`src/hw/rtl/mcr_pkg.sv`:
```
// Shared types and constants of the midpoint circle rasterizer.
// No dependencies; every other file of the block refers to it by scoped names.
package mcr_pkg;

  localparam int RADIUS_BITS = 10;
  localparam int QUEUE_DEPTH = 4;

  localparam int COORD_W  = 10;
  localparam int OFFSET_W = 11;
  localparam int DEC_W    = 16;
  localparam int PIXEL_W  = 12;

  // Radius bits that take part; the port is COORD_W bits wide
  localparam int RADIUS_EFF = (RADIUS_BITS < COORD_W) ? RADIUS_BITS : COORD_W;
  localparam logic [COORD_W-1:0] RADIUS_MASK = COORD_W'((1 << RADIUS_EFF) - 1);

  typedef enum logic {
    MODE_LOAD = 1'b0,
    MODE_STEP = 1'b1
  } mode_t;

  typedef struct packed {
    logic               mode;
    logic [COORD_W-1:0] center_x;
    logic [COORD_W-1:0] center_y;
    logic [COORD_W-1:0] radius;
  } in_item_t;

  typedef struct packed {
    logic signed [PIXEL_W-1:0] pixel_x;
    logic signed [PIXEL_W-1:0] pixel_y;
    logic                      pixel_valid;
    logic                      last_of_step;
    logic                      circle_done;
  } out_item_t;

  // One classified step, handed from front to back
  typedef struct packed {
    logic                       has_pixels;
    logic                       circle_done;
    logic [COORD_W-1:0]         cx;
    logic [COORD_W-1:0]         cy;
    logic signed [OFFSET_W-1:0] ox;
    logic signed [OFFSET_W-1:0] oy;
  } step_cmd_t;

  // Handshake between two parts
  typedef struct packed {
    logic valid;
    logic ready;
  } link_t;

endpackage

```
`src/hw/rtl/mcr_front.sv`:
```
// Front part: accepts items, keeps the circle state and classifies each step.
// Depends on mcr_pkg.
module mcr_front (
  input  logic                clk,
  input  logic                rst,
  input  logic                push,
  output logic                full,
  input  mcr_pkg::in_item_t   item,
  output mcr_pkg::link_t      cmd_link,
  input  logic                cmd_full,
  output mcr_pkg::step_cmd_t  cmd
);

  logic signed [mcr_pkg::OFFSET_W-1:0] offset_x;
  logic signed [mcr_pkg::OFFSET_W-1:0] offset_y;
  logic signed [mcr_pkg::DEC_W-1:0]    decision;
  logic [mcr_pkg::COORD_W-1:0]         center_col;
  logic [mcr_pkg::COORD_W-1:0]         center_row;
  logic                                circle_active;

  logic                                accept;
  logic                                step_live;
  logic [mcr_pkg::COORD_W-1:0]         radius_m;
  logic signed [mcr_pkg::DEC_W-1:0]    x_w;
  logic signed [mcr_pkg::DEC_W-1:0]    y_w;
  logic signed [mcr_pkg::DEC_W-1:0]    decision_next;
  logic signed [mcr_pkg::OFFSET_W-1:0] offset_x_next;
  logic signed [mcr_pkg::OFFSET_W-1:0] offset_y_next;
  logic                                done_next;

  assign full      = cmd_full;
  assign accept    = push && !cmd_full;
  assign step_live = circle_active && !(offset_x > offset_y);
  assign radius_m  = item.radius & mcr_pkg::RADIUS_MASK;

  assign x_w = mcr_pkg::DEC_W'(offset_x);
  assign y_w = mcr_pkg::DEC_W'(offset_y);

  always_comb begin
    offset_x_next = offset_x + mcr_pkg::OFFSET_W'(1);
    if (decision[mcr_pkg::DEC_W-1]) begin
      decision_next = decision + (x_w <<< 2) + mcr_pkg::DEC_W'(6);
      offset_y_next = offset_y;
    end else begin
      decision_next = decision + ((x_w - y_w) <<< 2) + mcr_pkg::DEC_W'(10);
      offset_y_next = offset_y - mcr_pkg::OFFSET_W'(1);
    end
    done_next = offset_x_next > offset_y_next;
  end

  assign cmd_link.valid = accept && (item.mode == mcr_pkg::MODE_STEP);
  assign cmd_link.ready = !cmd_full;

  always_comb begin
    cmd.has_pixels  = step_live;
    cmd.circle_done = step_live ? done_next : 1'b1;
    cmd.cx          = center_col;
    cmd.cy          = center_row;
    cmd.ox          = offset_x;
    cmd.oy          = offset_y;
  end

  always_ff @(posedge clk) begin
    if (rst) begin
      circle_active <= 1'b0;
      offset_x      <= '0;
      offset_y      <= '0;
      decision      <= '0;
      center_col    <= '0;
      center_row    <= '0;
    end else if (accept) begin
      if (item.mode == mcr_pkg::MODE_LOAD) begin
        center_col    <= item.center_x;
        center_row    <= item.center_y;
        offset_x      <= '0;
        offset_y      <= mcr_pkg::OFFSET_W'(radius_m);
        decision      <= mcr_pkg::DEC_W'(3) - {{(mcr_pkg::DEC_W-mcr_pkg::COORD_W-1){1'b0}},
                                               radius_m, 1'b0};
        circle_active <= 1'b1;
      end else if (step_live) begin
        offset_x      <= offset_x_next;
        offset_y      <= offset_y_next;
        decision      <= decision_next;
        circle_active <= !done_next;
      end else begin
        circle_active <= 1'b0;
      end
    end
  end

endmodule

```
`src/hw/rtl/mcr_queue.sv`:
```
// Short command queue between front and back parts.
// Depends on mcr_pkg for the command type.
module mcr_queue #(
  parameter int DEPTH = mcr_pkg::QUEUE_DEPTH
) (
  input  logic               clk,
  input  logic               rst,
  input  mcr_pkg::link_t     wr_link,
  input  mcr_pkg::step_cmd_t wr_data,
  output logic               q_full,
  input  logic               rd_pop,
  output logic               q_empty,
  output mcr_pkg::step_cmd_t rd_data
);

  localparam int PTR_W = (DEPTH > 2) ? $clog2(DEPTH) : 1;
  localparam int CNT_W = $clog2(DEPTH + 1);

  mcr_pkg::step_cmd_t entries [DEPTH];
  logic [PTR_W-1:0]   wr_ptr;
  logic [PTR_W-1:0]   rd_ptr;
  logic [CNT_W-1:0]   count;
  logic               do_wr;
  logic               do_rd;

  assign q_full  = count == CNT_W'(DEPTH);
  assign q_empty = count == '0;
  assign do_wr   = wr_link.valid && wr_link.ready;
  assign do_rd   = rd_pop && !q_empty;
  assign rd_data = entries[rd_ptr];

  always_ff @(posedge clk) begin
    if (do_wr) begin
      entries[wr_ptr] <= wr_data;
    end
  end

  always_ff @(posedge clk) begin
    if (rst) begin
      wr_ptr <= '0;
      rd_ptr <= '0;
      count  <= '0;
    end else begin
      if (do_wr) begin
        wr_ptr <= (wr_ptr == PTR_W'(DEPTH - 1)) ? '0 : wr_ptr + PTR_W'(1);
      end
      if (do_rd) begin
        rd_ptr <= (rd_ptr == PTR_W'(DEPTH - 1)) ? '0 : rd_ptr + PTR_W'(1);
      end
      if (do_wr && !do_rd) begin
        count <= count + CNT_W'(1);
      end else if (do_rd && !do_wr) begin
        count <= count - CNT_W'(1);
      end
    end
  end

endmodule

```
`src/hw/rtl/mcr_back.sv`:
```
// Back part: expands each step into its eight symmetric pixels, one a cycle
// unless stalled; a pixel-less step gives one invalid result. Uses mcr_pkg.
module mcr_back (
  input  logic               clk,
  input  logic               rst,
  input  logic               q_empty,
  input  mcr_pkg::step_cmd_t head,
  output logic               q_pop,
  output logic               empty,
  input  logic               pop,
  output mcr_pkg::out_item_t result
);

  logic [2:0]                         octant;
  logic                               out_valid;
  logic                               load;
  logic                               last;
  logic signed [mcr_pkg::PIXEL_W-1:0] u;
  logic signed [mcr_pkg::PIXEL_W-1:0] v;
  logic signed [mcr_pkg::PIXEL_W-1:0] cx_w;
  logic signed [mcr_pkg::PIXEL_W-1:0] cy_w;
  mcr_pkg::out_item_t                 next_item;

  assign empty = !out_valid;
  assign load  = !q_empty && (!out_valid || pop);
  assign last  = !head.has_pixels || (octant == 3'd7);
  assign q_pop = load && last;

  always_comb begin
    cx_w = mcr_pkg::PIXEL_W'(head.cx);
    cy_w = mcr_pkg::PIXEL_W'(head.cy);
    // upper four swap the roles of the two offsets
    u = octant[2] ? mcr_pkg::PIXEL_W'(head.oy) : mcr_pkg::PIXEL_W'(head.ox);
    v = octant[2] ? mcr_pkg::PIXEL_W'(head.ox) : mcr_pkg::PIXEL_W'(head.oy);
    next_item.pixel_x      = (octant[0] ^ octant[1]) ? cx_w - u : cx_w + u;
    next_item.pixel_y      = octant[1] ? cy_w - v : cy_w + v;
    next_item.pixel_valid  = 1'b1;
    next_item.last_of_step = last;
    next_item.circle_done  = head.circle_done;
    if (!head.has_pixels) begin
      next_item.pixel_x     = '0;
      next_item.pixel_y     = '0;
      next_item.pixel_valid = 1'b0;
      next_item.circle_done = 1'b1;
    end
  end

  always_ff @(posedge clk) begin
    if (load) begin
      result <= next_item;
    end
  end

  always_ff @(posedge clk) begin
    if (rst) begin
      out_valid <= 1'b0;
      octant    <= '0;
    end else if (load) begin
      out_valid <= 1'b1;
      octant    <= last ? 3'd0 : octant + 3'd1;
    end else if (pop) begin
      out_valid <= 1'b0;
    end
  end

endmodule

```
`src/hw/rtl/midpoint_circle_rasterizer_top.sv`:
```
// Top level of the midpoint circle rasterizer: front, command queue and back part.
// Depends on mcr_pkg, mcr_front, mcr_queue and mcr_back.
//
// Load items (mode 0) latch a centre and radius and produce no result; step items
// (mode 1) produce the eight octant pixels of the current offset, or one result
// with pixel_valid low and circle_done high when no circle is active. The front
// takes one item per cycle while its command queue (QUEUE_DEPTH entries) has room;
// loads never reach the queue. The back part drains the queue and presents one
// result per cycle while the consumer pops, so a step costs eight results and an
// inactive step one. Sustained throughput is therefore set by the single-pixel
// output register; short bursts of up to QUEUE_DEPTH steps are absorbed by the
// queue. A result is loaded into the output register once its command reaches
// the queue head and that register is free or being popped.
module midpoint_circle_rasterizer_top #(
  parameter int QUEUE_DEPTH = mcr_pkg::QUEUE_DEPTH
) (
  input  logic               clk,
  input  logic               rst,
  input  logic               push,
  output logic               full,
  input  mcr_pkg::in_item_t  item,
  output logic               empty,
  input  logic               pop,
  output mcr_pkg::out_item_t result
);

  mcr_pkg::link_t     cmd_link;
  mcr_pkg::step_cmd_t cmd;
  mcr_pkg::step_cmd_t head;
  logic               cmd_full;
  logic               q_empty;
  logic               q_pop;

  // classify requests and advance the octant walk
  mcr_front u_front (
    .clk      (clk),
    .rst      (rst),
    .push     (push),
    .full     (full),
    .item     (item),
    .cmd_link (cmd_link),
    .cmd_full (cmd_full),
    .cmd      (cmd)
  );

  // hold pending steps so front and back stall independently
  mcr_queue #(
    .DEPTH (QUEUE_DEPTH)
  ) u_queue (
    .clk     (clk),
    .rst     (rst),
    .wr_link (cmd_link),
    .wr_data (cmd),
    .q_full  (cmd_full),
    .rd_pop  (q_pop),
    .q_empty (q_empty),
    .rd_data (head)
  );

  // expand each step into pixels and register them for the consumer
  mcr_back u_back (
    .clk     (clk),
    .rst     (rst),
    .q_empty (q_empty),
    .head    (head),
    .q_pop   (q_pop),
    .empty   (empty),
    .pop     (pop),
    .result  (result)
  );

endmodule

```
`config.mk`:
```
export PLATFORM = sky130hd
export DESIGN_NAME = midpoint_circle_rasterizer_top
export DESIGN_NICKNAME = d
export VERILOG_FILES = /design/src/hw/rtl/mcr_pkg.sv /design/src/hw/rtl/mcr_front.sv /design/src/hw/rtl/mcr_queue.sv /design/src/hw/rtl/mcr_back.sv /design/src/hw/rtl/midpoint_circle_rasterizer_top.sv
export SDC_FILE = /design/constraint.sdc
export NUM_CORES = 1
export LEC_CHECK = 0
export ABC_AREA = 0
export BUFFER_PORTS_ARGS = -buffer_cell sky130_fd_sc_hd__buf_2
export CORE_MARGIN = 4
export CORE_UTILIZATION = 40
export DETAILED_ROUTE_END_ITERATION = 10
export HOLD_SLACK_MARGIN = 0.03
export PLACE_DENSITY = 0.66
export SYNTH_ARGS = -nofsm -noshare
export SYNTH_HDL_FRONTEND = slang
export SYNTH_HIERARCHICAL = 1
export SYNTH_SLANG_ARGS = --single-unit
```
`constraint.sdc`:
```
create_clock -name clk -period 5 [get_ports clk]
set_input_delay 1 -clock clk [delete_from_list [all_inputs] [get_ports clk]]
set_output_delay 1 -clock clk [all_outputs]
set_load 0.02 [all_outputs]
```
==> out/qor.txt <==
Peak VDD IR: 0.000332 V
max layer used: met4
leakage: 0.00635 µW
final period utilization: 91.8%
status: complete, no violations
# placed instances: 1848
initial antenna violation count: 0
critical path launch point type: register
cell count after synthesis: 1294
CTS tree: built
Top Ports: 64
Setup-failing EPs final: 0
Slew @ Worst Pin: 1.07 ns
most common cell in the netlist: edfxtp_1
global-route usage over all layers: 16.5%
Core Region: 0.0377 mm²
wire length on met2: 16800 µm
Clock Root Buffer: clkbuf_16
Post-CTS Setup Inserts: 0
CTS Hold Bufs: 0
router iterations before antenna repair: 7
H-Tree Depth: 1
worst-path fanout max: 7
via density per instance: 5.41
nets@finish: 1517
pre-CTS setup slack: 0.508 ns
CP Data Arrival Time: 5.02 ns
Initial Util: 40.5%
post-CTS sizing: 0
Die Area: 0.0413 mm²
layout cells sized above 1: 16.7%
FF-to-FF Start: u_front/offset_y[2]$_SDFFE_PP0P_
worst endpoint required time: 5.43 ns
post-synth design cell area: 0.0153 mm²
Setup TNS: 0 ns
Area Overhead vs Synth: 11.9%
pwr dens: 563 mW/mm²
Reg clk slew, reported paths: 0.06 ns
Final HPWL DP: 24700 µm
first-pass GRT wire length: 54800 µm
Die X: 203 µm
FILL cells: 3464
final hold vios: 0
Yosys reg bits: 274
Clock Skews: 0.0212 ns
# port buffers: 63
post-DR wirelength/cell: 18.3 µm
Avg Inst Size Synth: 11.8 µm²
TritonCTS Buffers: 30
ys flop type: edfxtp_1
EDFF count, synth: 203
RSZ-0062 raised after global routing: no
Crit Path Class: reg -> reg
synth top area cells: edfxtp_1, dfxtp_1, ha_1
cells on worst reg2reg path: 18
largest net degree at the start of global routing: 47
sequential element share of the synthesized area: 49.3%
Slew Viols, Final: 0
CTS max path bufs: 3
Yosys warnings: 6
Routed Antenna Nets: 0
# DRC: 0
critical path cell sequence: inv_1 -> ha_1 -> a21oi_1 -> a21boi_0 -> o21ai_0 -> a21boi_0 -> o21ai_0 -> nor2b_1 -> xnor2_1 -> ha_1 -> ha_1 -> a21oi_1 -> a21oi_1 -> a2111oi_0 -> o31ai_1 -> xor2_1 -> nor3_1 -> a311oi_1
GP Congestion: 0.860
top post-synthesis cells by count: edfxtp_1, nor2_1, ha_1
Die Y: 203 µm
crit end category: register
maxcap violations: 0
met3 wire len: 1510 µm
biggest area consumer among synthesized cells: edfxtp_1
post-synth top area share: 40.0%
Row Count: 71
synth unique cells: 89
min Tclk post-route: 4.59 ns
post-route insts no fill: 1904
max_slew headroom: 28.5%
Initial DRC Count: 591
total gr overflow: 0
Clock Latency Late Sink: 0.58 ns
ys async rst share: 0%
number of global-route vias before repair: 10000
DP Area: 0.0161 mm²
drt total wl: 34900 µm
diode count: 0
clock sinks: 274
hold_sp: u_front/decision[2]$_SDFFE_PP0P_
syn_nets: 1442
met1 wire length: 15800 µm
Setup WS post-layout: 0.411 ns
Hold Path Depth: 2
fmax: 218 MHz
Critical Path Source: u_front/offset_y[2]$_SDFFE_PP0P_
max incr delay on CP: 0.67 ns
slowest cell on the critical path: a2111oi_0
vias: 10300
Tightest Hold Check Type: reg -> reg
Design Area, Final: 0.0171 mm²
==> worst max-delay path: cells and delay by family, from the launching register on <==
family	cells	cell delay, ns
xor+xnor	2	0.34
buf+inv	1	0.13
compound gates	10	2.18
fa+ha+maj	3	0.96
flops	1	0.42
simple gates	2	0.41
==> kinds of logic (layout without fill, tap and decap cells) <==
family	count (synthesis)	in the layout	share of synthesized area (%)
AO/OA/AOI/OAI	287	287	12.4
XOR/XNOR	81	81	4.65
adder cells (fa/ha/maj)	113	113	9.56
buffers and inverters	108	207	3.64
flip-flops	274	274	49.3
multiplexers	84	84	9.30
AND/OR/NAND/NOR	347	347	11.2
==> cell type report <==
cell class	count	area [µm²]	area share [%]
flip-flops and latches	274	7520	44.0
well taps	511	639	3.74
repair buffers	92	533	3.12
clock buffers	43	860	5.03
multi-input cells	912	7190	42.1
inverters	59	221	1.30
clock inverters	13	111	0.652
==> placed cells by master (no fill, tap or decap), drive strengths merged, types with 15 or more instances in the layout <==
cell and count:
a211oi 22, a21oi 106, buf 92, clkbuf 43, dfxtp 71, edfxtp 203
ha 107, inv 61, mux2i 30, mux4 44, nand2 97, nand2b 16
nand3 22, nor2 108, nor2b 15, nor3 32, o21ai 60, xnor2 41
xor2 40
==> registers in the layout, indices dropped and copies added (netlist names), named ones only <==
| register | flops |
|---|---|
| u_queue/entries | 176 |
| u_back/result | 27 |
| u_front/decision | 15 |
| u_front/offset_x | 11 |
| u_front/offset_y | 11 |
| u_front/center_col | 10 |
| u_front/center_row | 10 |
| u_back/octant | 3 |
| u_queue/count | 3 |
| u_queue/rd_ptr | 2 |
| u_queue/wr_ptr | 2 |
| u_back/out_valid | 1 |
| u_front/circle_active | 1 |
==> routing by layer <==
metal / GRT usage [%] / up-vias
li1: - / 5015
met1: 22.8 / 4997
met2: 28.0 / 234
met3: 2.46 / 52
met4: 3.52 / 0
met5: 0 / -
==> final timing paths <==
kind / end / slack (ns)
worst max-delay path: u_front/decision[15]$_SDFFE_PP0P_ / 0.41
worst max register to register: u_front/decision[15]$_SDFFE_PP0P_ / 0.41
worst min-delay path: u_front/decision[2]$_SDFFE_PP0P_ / 0.48
worst min register to register: u_front/decision[2]$_SDFFE_PP0P_ / 0.48
==> report_power, final <==
group	switching [µW]	leakage, µW	internal [µW]	total (µW)
clock	928	0.000480	1210	2140
combinational	2590	0.00341	1790	4380
sequential	206	0.00245	2890	3090
total	3720	0.00635	5890	9610
==> per-stage QoR <==
stage / hold slack, ns / power [µW] / util (%)
finish: 0.482 / 9610 / 45.3
global route: 0.514 / 10300 / 45.3
CTS: 0.482 / 9670 / 45.3
detailed placement: 0.474 / 7490 / 42.8
global placement: 0.463 / 7420 / 42.8
floorplan: 0.443 / 6550 / -
Note: power is estimated with default switching activity, not from simulation.
